[src/rtl/tmi_pkg.sv]
`default_nettype none
package tmi_pkg;
	typedef enum logic [3:0] {
		ST_RUN = 4'd0, ST_HALT = 4'd1, ST_OVER = 4'd2, ST_UNDER = 4'd3,
		ST_UNCLOSE = 4'd4, ST_UNOPEN = 4'd5, ST_WAIT = 4'd6, ST_FULL = 4'd7,
		ST_DEEP = 4'd8
	} status_t;

	localparam logic [7:0] SYM_INC = 8'h2B;
	localparam logic [7:0] SYM_DEC = 8'h2D;
	localparam logic [7:0] SYM_RIGHT = 8'h3E;
	localparam logic [7:0] SYM_LEFT = 8'h3C;
	localparam logic [7:0] SYM_OUT = 8'h2E;
	localparam logic [7:0] SYM_IN = 8'h2C;
	localparam logic [7:0] SYM_OPEN = 8'h5B;
	localparam logic [7:0] SYM_CLOSE = 8'h5D;

	typedef enum logic [2:0] {
		FSM_CLEAR, FSM_IDLE, FSM_FETCH, FSM_EXEC, FSM_SCAN, FSM_POP, FSM_OUT
	} fsm_t;

	typedef struct packed {
		logic clear;
		logic load;
		logic fetch;
		logic exec;
		logic scan;
		logic pop;
	} cmd_t;

	typedef struct packed {
		logic clear_done;
		logic load_now;
		logic idle_done;
		logic exec_scan;
		logic exec_pop;
		logic scan_done;
	} stat_t;

	typedef struct packed {
		logic [7:0] output_byte;
		logic output_valid;
		logic input_taken;
		logic [3:0] status;
		logic [12:0] program_counter;
	} res_t;
endpackage
`default_nettype wire

[src/rtl/tmi_ctrl.sv]
`default_nettype none
module tmi_ctrl (
	input wire logic clk,
	input wire logic arst_n,
	input wire logic in_fire,
	input wire logic out_free,
	input wire tmi_pkg::stat_t st,
	output tmi_pkg::cmd_t cmd,
	output logic busy_out
);
	import tmi_pkg::*;
	fsm_t state_q, nxt;

	always_ff @(posedge clk or negedge arst_n) begin
		if (!arst_n) state_q <= FSM_CLEAR;
		else state_q <= nxt;
	end

	always_comb begin
		nxt = state_q;
		unique case (state_q)
			FSM_CLEAR: if (st.clear_done) nxt = FSM_IDLE;
			FSM_IDLE: if (in_fire) begin
				if (st.load_now || st.idle_done) nxt = FSM_OUT;
				else nxt = FSM_FETCH;
			end
			FSM_FETCH: nxt = FSM_EXEC;
			FSM_EXEC: begin
				if (st.exec_scan) nxt = FSM_SCAN;
				else if (st.exec_pop) nxt = FSM_POP;
				else nxt = FSM_OUT;
			end
			FSM_SCAN: if (st.scan_done) nxt = FSM_OUT;
			FSM_POP: nxt = FSM_OUT;
			FSM_OUT: if (out_free) nxt = FSM_IDLE;
			default: nxt = FSM_CLEAR;
		endcase
	end

	always_comb begin
		cmd = '0;
		busy_out = 1'b1;
		unique case (state_q)
			FSM_CLEAR: cmd.clear = 1'b1;
			FSM_IDLE: begin
				busy_out = 1'b0;
				cmd.load = in_fire;
			end
			FSM_FETCH: cmd.fetch = 1'b1;
			FSM_EXEC: cmd.exec = 1'b1;
			FSM_SCAN: cmd.scan = 1'b1;
			FSM_POP: cmd.pop = 1'b1;
			FSM_OUT: ;
			default: ;
		endcase
	end
endmodule
`default_nettype wire

[config.mk]
export PLATFORM = sky130hd
export DESIGN_NAME = tmi_ctrl
export DESIGN_NICKNAME = d
export VERILOG_FILES = /design/src/rtl/tmi_pkg.sv /design/src/rtl/tmi_ctrl.sv
export SDC_FILE = /design/constraint.sdc
export NUM_CORES = 1
export LEC_CHECK = 0
export ABC_CLOCK_PERIOD_IN_PS = 1800
export BUFFER_PORTS_ARGS = -buffer_cell sky130_fd_sc_hd__buf_2
export CAP_MARGIN = 20
export CORE_AREA = 5 5 42 44
export CTS_CLUSTER_SIZE = 8
export DETAILED_ROUTE_END_ITERATION = 12
export DIE_AREA = 0 0 47 49
export SETUP_SLACK_MARGIN = 0.2
export SLEW_MARGIN = 5
export SYNTH_ARGS = -nofsm -noshare
export SYNTH_HDL_FRONTEND = slang
export SYNTH_SLANG_ARGS = --single-unit
[constraint.sdc]
create_clock -name clk -period 1.8 [get_ports clk]
set_input_delay 0.09 -clock clk [delete_from_list [all_inputs] [get_ports clk]]
set_output_delay 0.09 -clock clk [all_outputs]
set_load 0.02 [all_outputs]
* Word level (Yosys, flattened, before mapping)
Cells that the tools add are included.
** Cells by class
- Reduce and logical (&&, ||, !) cells :: 3
- Muxes and demuxes :: 15
- Eq/ne operators :: 10
** Operator list (count)
- $pmux 3 s7 :: 1
- $mux 3 :: 5
- $eq 3x3->1 const B :: 3
- $ne 2x2->1 const B :: 4
- $mux 1 :: 7
- $eq 3x2->1 const B :: 2
- $mux 2 :: 2
- $reduce_and 4->1 :: 1
- $eq 3x1->1 const B :: 1
- $logic_not 3->1 :: 1
- $logic_or 1x1->1 :: 1
** Word-level totals
- Output and inout bits :: 7
- Register bits :: 3
- Word-level logic and storage cells :: 29

* Longest topological paths before layout
Gate-level depths: netlist of run 1.
- Depth after elaboration :: 4
- Mapped depth :: 4

* Worst setup path after synthesis of run 1
OpenSTA, ideal clock, no wires.
- Path kind :: reg-to-output
- Start :: register state_q[1]
- End :: output cmd[3] (netlist bit)
- Cell stages (with the launch flop) :: 4
- Data required time :: 1710 ps
- Data arrival time :: 1093 ps
- Path slack :: 617 ps
- Buffers on the path :: 1
- Path through :: dfrtp_1 > buf_6 > inv_1 > nor3_1
** RTL lines
- start: declaration :: line tmi_ctrl.sv:12 : fsm_t state_q, nxt;
- start signal: assignment :: line tmi_ctrl.sv:16 : else state_q <= nxt;
- end: declaration :: line tmi_ctrl.sv:8 : output tmi_pkg::cmd_t cmd,

==> metrics, run 1 <==
worst setup path category=flip-flop to primary output; Netlist cell types=20; Pwr Density=roughly 1800 nW/µm²; Row Count=14; postcts setup bufs=0; Multi-input gate area=about 170 µm²; initial core utilization=approximately a fifth; Reg2Reg Capture Point=state_q[1]$_DFFE_PN0P_; worst-path fanout max=11; Lkg Pwr=a little under 0.0002 µW; RePlAce Congestion=roughly 0.72; Final Hold Viols=0; Ports=17; CP Capture Type=primary output; # clock sinks=3; Critical Path, Cell by Cell=inv_1 > nor3_1 > buf_2; core box area=~1400 µm²; setup TNS=0 ns; #FFs+latches synth=3; Final Routed Wirelength=720 µm; First DRT Iteration DRCs=4; die height=~50 µm; Post-DP Area=around 350 µm²; Die X=between 40 and 50 µm; CP Launch Type=flip-flop; Synth Warn #=0; antenna violations before repair=0; Post-Synthesis Cells=31; TritonCTS clock tree=yes; vias in the first global route=295; overall die area=2303 µm²; Clock Path Buffers=2; Tightest Pin Transition=0.3934 ns; htree depth=1; clock transition at the registers of the reported paths=~0.040 ns; Buf/Inv on CP=2; synthesized cell area=between 200 and 300 µm²; port bufs=16; largest net degree at the start of global routing=16; GR Util All Layers=between 7 and 8%; Hold Path Stages=3; Main synth FF type=dfrtp_1; critical path's slowest cell=dfrtp_1; ranking of synthesized cells by area=dfrtp_1 27%, nor4b_4 8.5%, buf_6 8.1%; Clock Latency Late Sink=~0.24 ns; Peak VDD IR=0.5010 mV; vias after detailed routing=297; RSZ-0062 raised after global routing=false; worst min-delay path category=input pin to flip-flop; Total Power=between 700 and 800 µW; Worst Reg-to-Reg Cells=3; Tcrit/Tclk final=around four fifths; worst path required time=1.71 ns; Synth area leader=dfrtp_1; global-route wire length before repair=approximately 1.2 mm; result of the run=completed; min-delay src=st[5]; share of synthesized flip-flops with an asynchronous set or reset=100.0%; Vias/cell=4.569; CP top delay family=flip-flops; largest registers=state_q x3; final instance area=between 300 and 400 µm²; clk_skew=0.001725 ns; CP arrival=approximately 1.3 ns; GRT Residual Overflow=0; post-route antenna net violation count=0; # diodes=0; number of fill cells=166; share of the yosys chip area belonging to registers=between 20% and 30%; syn nets=a little over 40; worst hold margin=0.1445 ns; WHS Endpoint=state_q[0]$_DFFE_PN0P_; Pins Over Slew Limit=0; final design utilization=27.68%; EDFF count, synth=0; cts bufs inserted=3; root buffer cell=clkbuf_4; worst r2r src=state_q[0]$_DFFE_PN0P_; Final min period=between 1 and 1.5 ns; share of the synthesized area in the top cell type=26.91%; Reg2Reg Setup Slack=0.54 ns; Setup violations, final=0; Critical Path Max Stage Delay=~0.54 ns; max FFs per register=3; max_slew headroom=about 74%; layout cells sized above 1=approximately 50%; Synth-to-Final Area Change=39.01%; Max Freq=705.2 MHz; Detailed Routing Iterations Pass 1=2; final net count=60; Max Cap Viol=0; Largest Register=state_q; Post-synth top cells=3 x dfrtp_1, 3 x inv_1, 3 x nor3_1, 3 x o21ai_0; Syn Area/Cell=roughly 9 µm²; wire length per cell=roughly 11 µm; register area=75.07 µm²; # DRC=0
==> worst register-to-register path, stage by stage, from the launching register on <==
cell and delay [ns]:
dfrtp_1 0.57, nor4b_4 0.34, or3_1 0.18, o21ai_2 0.05
==> cell families (layout without fill, tap and decap cells) <==
| kind of cell | count (synthesis) | count (layout) | synth area share, % |
|---|---|---|---|
| flip-flops | 3 | 3 | 26.91 |
| AND/OR/NAND/NOR | 11 | 11 | 31.84 |
| buffers and inverters | 6 | 24 | 13.90 |
| AO/OA/AOI/OAI | 11 | 11 | 27.35 |
==> where the power goes <==
| group | total [µW] | switching [µW] | leakage, µW | internal, µW |
|---|---|---|---|---|
| logic | 373 | 204 | 0.000143 | 170 |
| clock network | 124 | 40.4 | 0.0000150 | 83.4 |
| registers | 214 | 111 | 0.0000360 | 103 |
| total | 711 | 355 | 0.000194 | 356 |
==> per-layer routing <==
layer	up-vias	share of wire, %	global-route usage (%)	wire [µm]
met3	2	5.8	2.583	42
li1	153	-	-	-
met5	-	0	0	0
met4	0	2.4	8.295	17
met1	134	42	9.735	305
met2	8	49	9.502	355
==> layout by cell type (no fill, tap or decap), types with 2 or more instances in the layout <==
cell / n
and3_1: 2
buf_2: 16
clkbuf_4: 3
o31ai_1: 2
dfrtp_1: 3
inv_1: 3
nor3_1: 3
o21ai_0: 3
==> metrics by stage <==
step,cells,setup slack [ns]
6_report,65,0.3819
5_1_grt,65,0.2356
4_1_cts,65,0.3771
3_5_place_dp,60,0.5557
3_3_place_gp,60,0.5513
2_1_floorplan,31,0.6173
==> worst max-delay path by stage <==
stage,start,to,slack [ns],cells past startpoint
finish,state_q[1]$_DFFE_PN0P_,cmd[3],0.38,3
detailed placement,state_q[0]$_DFFE_PN0P_,state_q[1]$_DFFE_PN0P_,0.56,3
global route,state_q[1]$_DFFE_PN0P_,cmd[3],0.24,3
floorplan,state_q[1]$_DFFE_PN0P_,cmd[3],0.62,3
CTS,state_q[1]$_DFFE_PN0P_,cmd[3],0.38,3
global placement,state_q[0]$_DFFE_PN0P_,state_q[1]$_DFFE_PN0P_,0.55,3
==> layout make-up <==
| class | instances | area share [%] |
|---|---|---|
| Clock buffer | 4 | 6.774 |
| Multi-Input combinational cell | 22 | 42.58 |
| Sequential cell | 3 | 19.35 |
| Inverter | 3 | 2.903 |
| Tap cell | 16 | 5.161 |
| Timing Repair Buffer | 17 | 23.23 |
==> repair_timing <==
| action | CTS | global route |
|---|---|---|
| gates resized for setup | 0 | 0 |
| endpoints found under the hold margin | 3 | 0 |
| hold buffers | 1 | 0 |
(Power assumes the default switching activity.)
==> run 2, diff against run 1 <==
--- a/config.mk
+++ b/config.mk
@@ -5,7 +5,7 @@
 export SDC_FILE = /design/constraint.sdc
 export NUM_CORES = 1
 export LEC_CHECK = 0
-export ABC_CLOCK_PERIOD_IN_PS = 1800
+export ABC_CLOCK_PERIOD_IN_PS = 1200
 export BUFFER_PORTS_ARGS = -buffer_cell sky130_fd_sc_hd__buf_2
 export CAP_MARGIN = 20
 export CORE_AREA = 5 5 42 44
==> constraint.sdc (replaced) <==
create_clock -name clk -period 1.2 [get_ports clk]
set_input_delay 0.06 -clock clk [delete_from_list [all_inputs] [get_ports clk]]
set_output_delay 0.06 -clock clk [all_outputs]
set_load 0.02 [all_outputs]
==> metrics, run 2 (synthesis gave the netlist of run 1 again) <==
result of the run=complete, but fails checks; failing checks=setup timing; Max Cap Viol=0; Crit. Startpoint=state_q[2]$_DFFE_PN0P_; Worst Reg-to-Reg Cells=4; wire length per cell=13.92 µm; Final WS setup=-0.06781 ns; core box area=~1400 µm²; worst r2r src=state_q[2]$_DFFE_PN0P_; # diodes=0; Clock Latency Late Sink=roughly 0.23 ns; clock transition at the registers of the reported paths=0.04 ns; Final Hold Viols=0; # DRC=0; Reg2Reg Setup Slack=-0.07 ns; Final min period=1.268 ns; largest registers=state_q x3; Max Freq=788.8 MHz; final net count=between 60 and 70; Final Routed Wirelength=1.016 mm; initial core utilization=between 10% and 20%; clk_skew=0.001221 ns; root buffer cell=clkbuf_4; die height=49 µm; Setup WS pre-CTS=around 0.015 ns; Hold Path Stages=3; Synth-to-Final Area Change=101.8%; Clock Path Buffers=2; most frequent cells in the layout=10 x buf_6, 9 x buf_2, 5 x buf_4; Detailed Place HPWL=approximately 560 µm; Pwr Density=between 2000 and 3000 nW/µm²; Total Power=between 1500 and 2000 µW; WHS Endpoint=state_q[0]$_DFFE_PN0P_; worst-path fanout max=7; Pins Over Slew Limit=0; First DRT Iteration DRCs=10; port bufs=16; vias in the first global route=roughly 380; vias after detailed routing=356; Detailed Routing Iterations Pass 1=4; Reg2Reg Capture Point=state_q[1]$_DFFE_PN0P_; min-delay src=st[5]; TritonCTS clock tree=yes; antenna violations before repair=0; Row Count=14; worst setup path category=flip-flop to flip-flop; global-route wire length before repair=about 1.6 mm; Tightest Pin Transition=0.2925 ns; Die X=around 47 µm; Lkg Pwr=0.0002456 µW; worst min-delay path category=input pin to flip-flop; post-route antenna net violation count=0; CP Launch Type=flip-flop; htree depth=1; layout cells sized above 1=78.95%; overall die area=between 2000 and 2500 µm²; most common cell after layout, fill and taps aside=buf_6; GR Util All Layers=9.873%; final instance area=563.0 µm²; worst path required time=1.31 ns; Post-DP Area=around 390 µm²; cts bufs inserted=3; max FFs per register=3; Vias/cell=4.877; RePlAce Congestion=0.7311; Ports=17; Largest Register=state_q; GRT Residual Overflow=0; Setup violations, final=7; RSZ-0062 raised after global routing=true; largest net degree at the start of global routing=9; max_slew headroom=between 80% and 90%; CP Capture Type=flip-flop; Peak VDD IR=about 1.0 mV; CP arrival=1.38 ns; # clock sinks=3; Tcrit/Tclk final=105.7%
## run 2: area by class of cell
class / count / area [µm²]
fillers: 138 / 838.3
multi-input cells: 22 / 219.0
repair buffers: 25 / 205.2
flip-flops and latches: 3 / 78.83
clock buffers: 4 / 26.28
well taps: 16 / 20.02
inverters: 3 / 13.76
## run 2: how the worst max path moves through the flow
stage                                        end  slack, ns  depth (start not counted)
after floorplan           state_q[1]$_DFFE_PN0P_       0.13                          4
after global placement    state_q[1]$_DFFE_PN0P_       0.04                          3
after detailed placement  state_q[1]$_DFFE_PN0P_       0.02                          3
after CTS                                 cmd[2]      -0.02                          3
after global routing      state_q[1]$_DFFE_PN0P_       -0.1                          4
final                     state_q[1]$_DFFE_PN0P_      -0.07                          4
## run 2: power breakdown
part	switching, µW	internal (µW)
clock network	50.8	125
registers	153	166
logic	542	634
total	745	925
## run 2: per-layer routing
metal | share of wire [%] | vias to the layer above | track usage (%)
met4 | 5.4 | 0 | 10.14
met5 | 0 | - | 0
met3 | 8.2 | 6 | 2.952
li1 | - | 169 | -
met1 | 34 | 160 | 11.04
met2 | 52 | 21 | 13.57
## run 2: worst max-delay path, cell delays in order, from the launching register on
cell      delay [ns]
dfrtp_2         0.49
buf_4           0.18
and4bb_4        0.21
a211oi_2        0.20
o21ai_2         0.07
## run 2: repair_timing
action                     CTS  global route
gates cloned                 0             0
hold buffers                 1             0
buffers inserted             4             1
resized for setup           14            17
hold endpoints to repair     3             0
pin swaps                    2             3
setup endpoints to repair   10            10
## run 2: stage by stage
stage | TNS [ns] | std cells | utilization (%) | hold WS [ns]
floorplan | 0 | 31 | - | -0.2356
global placement | 0 | 63 | 27.77 | -0.1416
detailed placement | 0 | 63 | 27.77 | -0.1419
CTS | -0.1010 | 72 | 35.36 | 0.1453
finish | -0.2197 | 73 | 40.18 | 0.1433
global route | -0.6379 | 73 | 40.18 | 0.1609
